`src/rtl/bolp_pkg.sv`:
```
`timescale 1ns / 1ps

package bolp_pkg;

  // longest key or value in bytes, and bytes kept for the module name
  localparam int TOKEN_MAX      = 31;
  localparam int NAME_BYTES     = 32;
  // name bytes carried on the result (four 64-bit words)
  localparam int OUT_NAME_BYTES = 32;

  localparam int LEN_W = $clog2(TOKEN_MAX + 1);
  localparam int IDX_W = $clog2(TOKEN_MAX);

  // queue between front and back
  localparam int QDEPTH = 4;
  localparam int QPTR_W = $clog2(QDEPTH);
  localparam int QCNT_W = $clog2(QDEPTH + 1);

  // byte classes
  typedef logic [1:0] kind_t;
  localparam kind_t KIND_DATA = 2'd0;
  localparam kind_t KIND_EQ   = 2'd1;
  localparam kind_t KIND_SEP  = 2'd2;
  localparam kind_t KIND_END  = 2'd3;

  // result events
  typedef logic [1:0] event_t;
  localparam event_t EV_UNKNOWN = 2'd0;
  localparam event_t EV_ACCEPT  = 2'd1;
  localparam event_t EV_REJECT  = 2'd2;

  // special characters
  localparam logic [7:0] CH_NUL   = 8'h00;
  localparam logic [7:0] CH_SPACE = 8'h20;
  localparam logic [7:0] CH_SEMI  = 8'h3b;
  localparam logic [7:0] CH_EQ    = 8'h3d;

  localparam int KW_KERNEL_LEN  = 8;
  localparam int KW_VERBOSE_LEN = 7;
  localparam int KW_VMMAP_LEN   = 12;

  typedef struct packed {
    kind_t      kind;
    logic [7:0] data;
  } beat_t;

  typedef struct packed {
    logic  valid;
    beat_t beat;
  } q_head_t;

  typedef struct packed {
    event_t                      ev;
    logic                        verbose;
    logic                        vmmap;
    logic [OUT_NAME_BYTES*8-1:0] name;
  } res_t;

  // "kernel64"
  function automatic logic [7:0] kw_kernel_byte(input logic [2:0] idx);
    logic [7:0] ch;
    unique case (idx)
      3'd0: ch = 8'h6b;
      3'd1: ch = 8'h65;
      3'd2: ch = 8'h72;
      3'd3: ch = 8'h6e;
      3'd4: ch = 8'h65;
      3'd5: ch = 8'h6c;
      3'd6: ch = 8'h36;
      3'd7: ch = 8'h34;
      default: ch = 8'h00;
    endcase
    return ch;
  endfunction

  // "verbose-mmap", whose first seven bytes are "verbose"
  function automatic logic [7:0] kw_vmmap_byte(input logic [3:0] idx);
    logic [7:0] ch;
    unique case (idx)
      4'd0:  ch = 8'h76;
      4'd1:  ch = 8'h65;
      4'd2:  ch = 8'h72;
      4'd3:  ch = 8'h62;
      4'd4:  ch = 8'h6f;
      4'd5:  ch = 8'h73;
      4'd6:  ch = 8'h65;
      4'd7:  ch = 8'h2d;
      4'd8:  ch = 8'h6d;
      4'd9:  ch = 8'h6d;
      4'd10: ch = 8'h61;
      4'd11: ch = 8'h70;
      default: ch = 8'h00;
    endcase
    return ch;
  endfunction

endpackage

```
`src/rtl/bolp_front.sv`:
```
`timescale 1ns / 1ps

module bolp_front (
  input  logic              clk,
  input  logic              rst,
  input  logic              in_valid,
  output logic              in_ready,
  input  logic [7:0]        in_data,
  output bolp_pkg::q_head_t head,
  input  logic              pop
);
  import bolp_pkg::*;

  beat_t             q [QDEPTH];
  logic [QPTR_W-1:0] wr_ptr;
  logic [QPTR_W-1:0] rd_ptr;
  logic [QCNT_W-1:0] count;
  kind_t             kind;
  logic              push;

  // byte class
  always_comb begin
    priority if (in_data == CH_NUL)                        kind = KIND_END;
    else if (in_data == CH_SPACE || in_data == CH_SEMI)    kind = KIND_SEP;
    else if (in_data == CH_EQ)                             kind = KIND_EQ;
    else                                                   kind = KIND_DATA;
  end

  assign in_ready = (count != QCNT_W'(QDEPTH));
  assign push     = in_valid && in_ready;

  always_ff @(posedge clk) begin
    if (push) begin
      q[wr_ptr] <= '{kind: kind, data: in_data};
    end
  end

  always_ff @(posedge clk) begin
    if (rst) begin
      wr_ptr <= '0;
      rd_ptr <= '0;
      count  <= '0;
    end else begin
      if (push) wr_ptr <= wr_ptr + 1'b1;
      if (pop)  rd_ptr <= rd_ptr + 1'b1;
      unique case ({push, pop})
        2'b10:   count <= count + 1'b1;
        2'b01:   count <= count - 1'b1;
        default: count <= count;
      endcase
    end
  end

  assign head.valid = (count != '0);
  assign head.beat  = q[rd_ptr];

endmodule

```
`src/rtl/bolp_back.sv`:
```
`timescale 1ns / 1ps

module bolp_back (
  input  logic              clk,
  input  logic              rst,
  input  bolp_pkg::q_head_t head,
  output logic              pop,
  output logic              res_valid,
  input  logic              res_ready,
  output bolp_pkg::res_t    res
);
  import bolp_pkg::*;

  logic [LEN_W-1:0] key_len;
  logic [LEN_W-1:0] val_len;
  logic             in_val;
  logic             seen_v;
  logic             seen_vm;
  logic             skipping;
  logic             match_k;   // key so far is a prefix of kernel64
  logic             match_vm;  // key so far is a prefix of verbose-mmap
  logic [7:0]       value_store [TOKEN_MAX];
  logic [7:0]       module_name [NAME_BYTES];

  kind_t            kind;
  logic [7:0]       ch;
  logic             apply;
  logic             hit_k;
  logic             hit_v;
  logic             hit_vm;
  logic             unknown;
  logic             key_full;
  logic             val_full;
  logic             emit;
  event_t           ev;
  logic             do_clear;
  logic [7:0]       name_copy  [NAME_BYTES];
  logic [7:0]       name_after [NAME_BYTES];
  res_t             res_next;

  assign kind = head.beat.kind;
  assign ch   = head.beat.data;
  assign pop  = head.valid && (!res_valid || res_ready);

  // token end decode
  always_comb begin
    apply    = (kind == KIND_END || kind == KIND_SEP) && (key_len != '0);
    hit_k    = match_k && (key_len == LEN_W'(KW_KERNEL_LEN));
    hit_v    = match_vm && (key_len == LEN_W'(KW_VERBOSE_LEN));
    hit_vm   = match_vm && (key_len == LEN_W'(KW_VMMAP_LEN));
    unknown  = apply && !hit_k && !hit_v && !hit_vm;
    key_full = (key_len >= LEN_W'(TOKEN_MAX));
    val_full = (val_len >= LEN_W'(TOKEN_MAX));
  end

  // zero padded value, as the new module name
  always_comb begin
    for (int i = 0; i < NAME_BYTES; i++) begin
      name_copy[i] = '0;
    end
    for (int i = 0; i < NAME_BYTES && i < TOKEN_MAX; i++) begin
      if (i < int'(val_len)) name_copy[i] = value_store[i];
    end
    for (int i = 0; i < NAME_BYTES; i++) begin
      name_after[i] = (apply && hit_k) ? name_copy[i] : module_name[i];
    end
  end

  always_comb begin
    emit = 1'b0;
    ev   = EV_ACCEPT;
    if (!skipping) begin
      unique case (kind)
        KIND_END: begin
          emit = 1'b1;
          ev   = EV_ACCEPT;
        end
        KIND_SEP: begin
          emit = unknown;
          ev   = EV_UNKNOWN;
        end
        KIND_EQ: begin
          emit = in_val;
          ev   = EV_REJECT;
        end
        KIND_DATA: begin
          emit = in_val ? val_full : key_full;
          ev   = EV_REJECT;
        end
      endcase
    end
  end

  always_comb begin
    res_next.ev      = ev;
    res_next.verbose = seen_v || (apply && hit_v);
    res_next.vmmap   = seen_vm || (apply && hit_vm);
    res_next.name    = '0;
    for (int i = 0; i < NAME_BYTES && i < OUT_NAME_BYTES; i++) begin
      res_next.name[8*i +: 8] = name_after[i];
    end
  end

  // a zero always ends the line, skipping or not
  assign do_clear = pop && (kind == KIND_END);

  always_ff @(posedge clk) begin
    if (rst) begin
      res_valid   <= 1'b0;
      key_len     <= '0;
      val_len     <= '0;
      in_val      <= 1'b0;
      seen_v      <= 1'b0;
      seen_vm     <= 1'b0;
      skipping    <= 1'b0;
      match_k     <= 1'b1;
      match_vm    <= 1'b1;
      module_name <= '{default: '0};
    end else begin
      if (pop && emit)    res_valid <= 1'b1;
      else if (res_ready) res_valid <= 1'b0;
      if (do_clear) begin
        key_len     <= '0;
        val_len     <= '0;
        in_val      <= 1'b0;
        seen_v      <= 1'b0;
        seen_vm     <= 1'b0;
        skipping    <= 1'b0;
        match_k     <= 1'b1;
        match_vm    <= 1'b1;
        module_name <= '{default: '0};
      end else if (pop && !skipping) begin
        case (kind)
          KIND_SEP: begin
            if (apply) begin
              if (hit_k)  module_name <= name_copy;
              if (hit_v)  seen_v <= 1'b1;
              if (hit_vm) seen_vm <= 1'b1;
              key_len  <= '0;
              val_len  <= '0;
              in_val   <= 1'b0;
              match_k  <= 1'b1;
              match_vm <= 1'b1;
            end
          end
          KIND_EQ: begin
            if (in_val) skipping <= 1'b1;
            else        in_val   <= 1'b1;
          end
          KIND_DATA: begin
            if (in_val) begin
              if (val_full) skipping <= 1'b1;
              else          val_len  <= val_len + 1'b1;
            end else begin
              if (key_full) begin
                skipping <= 1'b1;
              end else begin
                key_len  <= key_len + 1'b1;
                match_k  <= match_k && (key_len < LEN_W'(KW_KERNEL_LEN))
                            && (ch == kw_kernel_byte(key_len[2:0]));
                match_vm <= match_vm && (key_len < LEN_W'(KW_VMMAP_LEN))
                            && (ch == kw_vmmap_byte(key_len[3:0]));
              end
            end
          end
          default: ;
        endcase
      end
    end
  end

  always_ff @(posedge clk) begin
    if (pop && !skipping && kind == KIND_DATA && in_val && !val_full) begin
      value_store[val_len[IDX_W-1:0]] <= ch;
    end
  end

  always_ff @(posedge clk) begin
    if (pop && emit) res <= res_next;
  end

`ifndef SYNTHESIS
  reject_starts_skip: assert property (@(posedge clk) disable iff (rst)
    (pop && emit && ev == EV_REJECT) |=> skipping)
    else $error("reject did not start skipping");

  quiet_while_skipping: assert property (@(posedge clk) disable iff (rst)
    (pop && skipping) |-> !emit)
    else $error("result made while skipping");

  line_end_clears: assert property (@(posedge clk) disable iff (rst)
    do_clear |=> (!skipping && key_len == '0 && val_len == '0 && !in_val))
    else $error("line end did not clear state");

  lengths_bounded: assert property (@(posedge clk) disable iff (rst)
    pop |=> (key_len <= LEN_W'(TOKEN_MAX) && val_len <= LEN_W'(TOKEN_MAX)))
    else $error("token length past limit");
`endif

endmodule

```
`src/rtl/boot_option_line_parser.sv`:
```
`timescale 1ns / 1ps

// Boot option line parser. Takes a command line one byte per input beat and
// sustains one byte per clock while results are taken. Space, ';' and zero
// end a token and the first '=' splits key from value. A key of kernel64
// latches its value (zero padded) as the module name, verbose and
// verbose-mmap set flags, an unknown key ended by space or ';' gives an
// unknown-option result. A zero byte gives a line-accepted result carrying
// the flags and the name, then clears everything for the next line. A second
// '=' in a token, or a key or value over 31 bytes, gives a line-rejected
// result, and later bytes give nothing until a zero, which clears quietly.
// Each byte is classified on entry and written to a four-beat queue; the
// executing stage retires one queued byte per clock, while the result
// register is free or being taken, into that result register, and the input
// keeps flowing while a result waits as long as the queue has room.
// No clearing pass after reset: the block is ready at once.
module boot_option_line_parser (
  input  logic         clk,
  input  logic         rst,
  // input bytes
  input  logic         s_axis_tvalid,
  output logic         s_axis_tready,
  input  logic [7:0]   s_axis_tdata,   // [7:0] char_byte
  // results
  output logic         m_axis_tvalid,
  input  logic         m_axis_tready,
  output logic [263:0] m_axis_tdata,   // [0] verbose_flag, [1] vmmap_flag,
                                       // [65:2] name_word0, [129:66] name_word1,
                                       // [193:130] name_word2, [257:194] name_word3,
                                       // [263:258] zero
  output logic [1:0]   m_axis_tuser    // [1:0] event_res
);
  import bolp_pkg::*;

  q_head_t head;
  logic    pop;
  res_t    res;

  // classify and queue
  bolp_front u_front (
    .clk      (clk),
    .rst      (rst),
    .in_valid (s_axis_tvalid),
    .in_ready (s_axis_tready),
    .in_data  (s_axis_tdata),
    .head     (head),
    .pop      (pop)
  );

  // token state, keyword decode and result register
  bolp_back u_back (
    .clk       (clk),
    .rst       (rst),
    .head      (head),
    .pop       (pop),
    .res_valid (m_axis_tvalid),
    .res_ready (m_axis_tready),
    .res       (res)
  );

  // pack result beat, name byte 0 lowest
  assign m_axis_tdata = {6'b0, res.name, res.vmmap, res.verbose};
  assign m_axis_tuser = res.ev;

endmodule
```
`config.mk`:
```
export PLATFORM = sky130hd
export DESIGN_NAME = boot_option_line_parser
export DESIGN_NICKNAME = d
export VERILOG_FILES = /design/src/rtl/bolp_pkg.sv /design/src/rtl/bolp_front.sv /design/src/rtl/bolp_back.sv /design/src/rtl/boot_option_line_parser.sv
export SDC_FILE = /design/constraint.sdc
export NUM_CORES = 1
export LEC_CHECK = 0
export BUFFER_PORTS_ARGS = -buffer_cell sky130_fd_sc_hd__buf_2
export CAP_MARGIN = 10
export CELL_PAD_IN_SITES_DETAIL_PLACEMENT = 2
export CELL_PAD_IN_SITES_GLOBAL_PLACEMENT = 2
export CORE_UTILIZATION = 36
export CTS_CLUSTER_DIAMETER = 80
export DETAILED_ROUTE_END_ITERATION = 10
export GPL_TIMING_DRIVEN = 0
export PLACE_DENSITY = 0.83
export SLEW_MARGIN = 5
export SYNTH_ARGS = -nofsm -noshare
export SYNTH_HDL_FRONTEND = slang
export SYNTH_SLANG_ARGS = --single-unit
```
`constraint.sdc`:
```
create_clock -name clk -period 6.63 [get_ports clk]
set_input_delay 0.3315 -clock clk [delete_from_list [all_inputs] [get_ports clk]]
set_output_delay 0.3315 -clock clk [all_outputs]
set_load 0.01 [all_outputs]
```
# Word-level counts from Yosys, hierarchy flattened
# Memory sizes are Yosys's and may differ from the RTL's. A register that Yosys moved wholly into a read port is not among the register bits.
# Cells that the tools add are included.
[word_totals]
ff_bits = 524
latchBits = 0
ram_bits = 288
rom_bits = 160
input_bits = 12
output_inout_bits = 268
wordCells = 280
memories = 4
[memory_table]
columns = ["memory", "words", "width", "rd", "rd_ports_with_merged_regs", "write_ports", "line_no", "rtl"]
rows = [
  ["u_back.value_store", 31, 8, 31, 0, 1, "bolp_back.sv:22", "logic [7:0] value_store [TOKEN_MAX];"],
  ["(no name shown)", 16, 7, 1, 1, 0, "bolp_pkg.sv:79", "unique case (idx)"],
  ["(no name shown)", 8, 6, 1, 1, 0, "bolp_pkg.sv:62", "unique case (idx)"],
  ["u_front.q", 4, 10, 1, 1, 1, "bolp_front.sv:14", "beat_t q [QDEPTH];"],
]
[classes]
add_sub_neg = 6
multipliers = 0
div = 0
n_lt_le_gt_ge = 35
eq_ne = 22
n_shift = 0
muxes = 115
bitwise_logic = 0
reduce_logical = 51
[ops]
columns = ["operator", "n"]
rows = [
  ["8-bit 2-to-1 mux", 74],
  ["5-bit < comparator (first input constant)", 15],
  ["4-bit by 5-bit < comparator with 1-bit output (first input constant)", 8],
  ["5-bit 2-to-1 mux", 5],
  ["8-bit by 6-bit == test with 1-bit output (second input constant)", 3],
  ["1-bit logical AND", 22],
  ["3-bit by 5-bit < comparator with 1-bit output (first input constant)", 4],
  ["5-bit case mux with 2 select lines", 2],
  ["1-bit 2-to-1 mux", 19],
  ["8-bit == test", 2],
  ["5-bit AND reduction", 3],
  ["4-bit AND reduction", 3],
  ["5-bit by 1-bit adder with 5-bit output (second input constant)", 2],
  ["5-bit by 4-bit == test with 1-bit output (second input constant)", 2],
  ["5-bit greater-or-equal comparator (second input constant)", 2],
  ["1-bit by 5-bit < comparator with 1-bit output (first input constant)", 2],
  ["2-bit by 5-bit < comparator with 1-bit output (first input constant)", 2],
  ["5-bit by 4-bit < comparator with 1-bit output (second input constant)", 2],
  ["2-bit nonzero test", 5],
  ["8-bit zero test", 1],
  ["2-bit 2-to-1 mux", 4],
  ["4-bit 2-to-1 mux", 2],
  ["1-bit case mux with 2 select lines", 4],
  ["2-bit == test (second input constant)", 3],
  ["other kinds (20)", 38],
]

# Longest topological paths before layout
[logic_depth]
word_depth = 12
depth_mapped = 11

# By module
# From an unflattened synthesis, not the netlist that was laid out.
[hier_totals]
hier_cells = 2851
area_unflattened_um2 = 31596.6
[by_module_without_submodules]
columns = ["module", "instances", "cells_per_inst", "area_per_inst_um2"]
rows = [
  ["bolp_back", 1, 2736, 29565.9],
  ["bolp_front", 1, 108, 1981.9],
  ["boot_option_line_parser", 1, 7, 48.8],
]

# Worst setup path before layout
# OpenSTA, ideal clock, no wires.
[synth_timing]
path_kind = "flip-flop to flip-flop"
from = "register u_back.val_len[3]"
to = "register u_back.res[0] (netlist name)"
setup_time_ns = 0.607
arrival_time_ns = 6.424
setup_slack_ns = -0.401
stages_incl_launch_ff = 9
path_buffers = 2
cell_sequence = "dfxtp_1 -> clkbuf_1 -> inv_1 -> buf_1 -> nor3_1 -> ha_1 -> o31ai_1 -> o31ai_1 -> o211a_1"
[synth_between]
elab_chain_cells = 5
[synth_lines]
columns = ["item", "line_no", "rtl"]
rows = [
  ["start, declared", "bolp_back.sv:15", "logic [LEN_W-1:0] val_len;"],
  ["start signal, assigned", "bolp_back.sv:153", "else val_len <= val_len + 1'b1;"],
  ["5-bit greater-or-equal comparator", "bolp_back.sv:53", "val_full = (val_len >= LEN_W'(TOKEN_MAX));"],
  ["1-bit 2-to-1 mux", "bolp_back.sv:87", "emit = in_val ? val_full : key_full;"],
  ["1-bit case mux with 4 select lines", "bolp_back.sv:73", "unique case (kind)"],
  ["1-bit 2-to-1 mux", "bolp_back.sv:72", "if (!skipping) begin"],
  ["1-bit logical AND", "bolp_back.sv:179", "if (pop && emit) res <= res_next;"],
]
# Every way passes these cells.
# A chain may end at the register's enable or synchronous reset.

==> reports/metrics.csv <==
stage,metric,value,unit
run_status,status,finished clean,
power_and_ir_drop,ir_worst_vdd,0.205,mV
synth,yosys.area.top_type_share,51.6,%
final_layout,syn_to_final_growth,19.6,%
power_and_ir_drop,powerDensity,386,nW/um^2
sta,fin_crit_sh,65.8,%
grt,grtUsageMet3,3.60,%
cts,clock-root-buffer,clkbuf_16,
final_layout,layout-drive-gt1-share,14.9,%
cts,tritoncts,yes,
worst_setup_path,cp.arrival,4.63,ns
synth,ys_types,66,
worst_setup_path,path_delay_family,simple AND/OR/NAND/NOR gates,
synth,synth_area_leader_cell,edfxtp_1,
hold_path,hp-start,m_axis_tready,
detailed_routing,first_pass_iters,6,
die,core_area,86600,sq um
worst_setup_path,crit_type,reg -> reg,
worst_setup_path,critical_path.max_stage_delay,1.17,ns
die,die_h,298,um
grt,overflow,0,
power_and_ir_drop,p_leak,0.0137,uW
worst_setup_path,worstReg2RegEnd,u_back.value_store[24][5],
detailed_routing,vias,24900,
worst_setup_path,r2r_cells,7,
synth,synthMuxAreaShare,0.955,%
cts,cts.clk_slew.worst_paths,0.06,ns
placement,globalplace.congestion,0.851,
sta,period_needed,4.36,ns
cts,clock_latency,0.67,ns
job,max_cap_viol_count,0,
detailed_routing,routed_wl,123000,um
die,ios,280,
placement,place_ws,2.38,ns
sta,worst_pin_slew,1.36,ns
worst_setup_path,critPathMaxFanout,10,
synth,synth-adder-area-share,0.581,%
cts,numCtsBuffers,90,
worst_setup_path,startpoint_type,register,
detailed_routing,post-route-drc-count,0,
sta,fmax,0.229,GHz
synth,synth_area_leaders,"edfxtp_1, dfxtp_1, nand2_1",
sta,finalSetupTns,0,ns
detailed_routing,drt_iter0_markers,1862,
synth,syn_area_per_cell,11.1,sq um
synth,synth_edf_count,540,
placement,portBuffers,265,
grt,antenna_found_initial,10,
grt,grt_util_all_layers,27.1,%
detailed_routing,ant_nets,0,
synth,synth_cells,2838,
synth,netlist_area,31500,sq um
grt,grt_most_used_layer,met2,
sta,fin_ws,2.27,ns
grt,grt_max_degree,70,
hold_path,whs_path_depth,3,
cts,h-tree-depth,3,
sta,slew_headroom,9.58,%
die,die_w,298,um
synth,synth_compound_area_share,5.68,%
synth,synth_top_family_by_area,simple AND/OR/NAND/NOR gates,
synth,synth_flop_cell,edfxtp_1,
detailed_routing,wl_per_cell,27.5,um
cts,post_cts.repair.setup_buffers,0,
grt,grt_first_pass_wirelength,179000,um
sta,whs,0.140,ns
sta,drv_slew,0,
sta,hold_viol,0,
worst_setup_path,rrSetupSlack,2.27,ns
worst_setup_path,slowest_stage,nor3_1,
synth,yosys.area_share.simple,19.3,%
grt,grt_pass1_vias,26800,
final_layout,diodes,0,
grt,met2_usage,47.4,%
worst_setup_path,worst-path-buf-inv,2,
sta,finalSetupViolations,0,
sta,finClkSkew,0.0319,ns
grt,grt.met1_usage,33.4,%
synth,ys_async_sr_fraction,0,%
placement,dp.cells,4281,
detailed_routing,drt-vias-per-instance,5.59,
synth,synth_xor_xnor_area_share,0.501,%
die,row_count,108,
synth,ys.warnings.count,0,
worst_setup_path,worstPathCellList,mux4_2 -> buf_6 -> nor2_1 -> and4_1 -> buf_2 -> nand2_1 -> nor3_1,
cts,cts_buffer_depth,3,
placement,hpwlAfterDp,81600,um
cts,post_cts_resized,0,
hold_path,hold_class,in -> reg,
worst_setup_path,worstPathRequired,6.90,ns
die,initial_utilization,36.3,%
hold_path,min_to,u_back.res_valid,
worst_setup_path,crit_path_end_kind,register,
synth,yosysSeqAreaShare,69.8,%
synth,ys_ff_latch,827,
sta,rsz0062_at_grt,false,
cts,cts_sinks,827,
final_layout,final_cells,4458,
final_layout,nNetsFinal,3252,
die,die_area,88600,sq um
## worst reg2reg max path: stages (launching register included)
cell	delay, ns
dfxtp_1	0.41
mux4_2	0.59
buf_6	0.18
nor2_1	0.64
and4_1	0.30
buf_2	0.19
nand2_1	0.51
nor3_1	1.18
## routing by layer
metal	share of wire, %	wire, um	vias up
li1	-	-	10700
met1	40	48400	13000
met2	51	62100	931
met3	5.5	6770	264
met4	4.3	5270	4
met5	0.027	33	-
## cells in the mapped netlist (2+ instances only)
cell       number
buf_6           2
xnor2_1        11
o211ai_1        2
or2_2           2
and3b_1         2
o21ai_0         8
buf_4          17
and2_1          4
ha_1           13
xor2_1          7
a311oi_2        2
nor3b_1         3
or3_1           3
buf_1          10
o21ai_1         5
clkbuf_1      148
a311o_1         3
o21a_1          2
and4_1          2
nand3_1       505
nand3b_1        2
edfxtp_1      540
a31oi_1         6
a21oi_1       271
buf_2          32
mux2i_1         5
dfxtp_1       287
nor2b_1         2
nand4_1         5
a2111oi_0       2
nor3_1         12
mux4_2         10
o31ai_1         3
and3_1         11
a211oi_1        3
a41o_1          2
nand2_1       775
nor4_1          3
inv_1          19
nor2_1         69
a21o_1          3
## cell type report
class	instances	area, sq um
well taps	1155	1450
multi-input cells	1794	8570
fillers	8948	49000
inverters	21	78.8
repair buffers	283	1610
clock buffers	125	2570
plain buffers	209	903
flip-flops and latches	827	22000
clock inverters	44	469
## report_power, final
part	switching, uW	internal, uW	total (uW)
Combinational	1860	714	2570
Sequential	228	6480	6710
Clock	2180	3030	5210
Total	4270	10200	14500
## registers in the layout, indices dropped and copies added, names as in the netlist, named ones only
register and flops:
u_back.module_name 248, u_back.skipping 1, u_back.match_k 1, u_back.seen_vm 1, u_back.key_len 5, u_back.res_valid 1, u_back.in_val 1, u_front.wr_ptr 2
u_back.value_store 248, u_back.val_len 5, u_back.res 252, u_front.q 40, u_front.rd_ptr 2, u_back.match_vm 1, u_back.seen_v 1, u_front.count 3
## placed cells by master (no fill, tap or decap), types with 12 or more instances in the layout
| cell type | n |
|---|---|
| conb_1 | 14 |
| clkbuf_16 | 93 |
| clkinv_2 | 18 |
| dfxtp_1 | 287 |
| buf_4 | 18 |
| clkbuf_1 | 168 |
| clkbuf_8 | 12 |
| a21oi_1 | 271 |
| inv_1 | 19 |
| nand3_1 | 505 |
| nor2_1 | 69 |
| buf_2 | 298 |
| edfxtp_1 | 540 |
| ha_1 | 13 |
| nand2_1 | 775 |
## kinds of logic after synthesis
group           count (synthesis)
compound gates                325
xor+xnor                       18
fa+ha+maj                      14
buf+inv                       230
flops                         827
mux                            17
other cells                     1
simple gates                 1406
## metrics by stage
| stage | util (%) | power, uW | instance area, sq um |
|---|---|---|---|
| 2_1_floorplan | - | 8020 | 31500 |
| 3_3_place_gp | 39.6 | 9270 | 34300 |
| 3_5_place_dp | 39.8 | 9400 | 34500 |
| 4_1_cts | 43.4 | 14600 | 37600 |
| 5_1_grt | 43.4 | 14900 | 37600 |
| 6_report | 43.4 | 14500 | 37600 |
## how the worst max path moves through the flow
stage / endpoint / depth (start not counted) / slack (ns) / from
3_5_place_dp: u_back.value_store[25][6] / 7 / 2.38 / register
5_1_grt: u_back.value_store[25][1] / 7 / 2.19 / register
2_1_floorplan: u_back.res[0] / 8 / 1.29 / u_back.val_len[3]
6_report: u_back.value_store[24][5] / 7 / 2.27 / register
3_3_place_gp: u_back.res[84] / 8 / -0.72 / u_back.val_len[3]
4_1_cts: u_back.value_store[25][2] / 7 / 2.34 / register
## repair_timing
| action | in CTS | in global routing |
|---|---|---|
| hold buffers | 8 | 0 |
| endpoints found under the setup margin | 0 | 0 |
| endpoints found under the hold margin | 32 | 0 |
(Power assumes the default switching activity.)
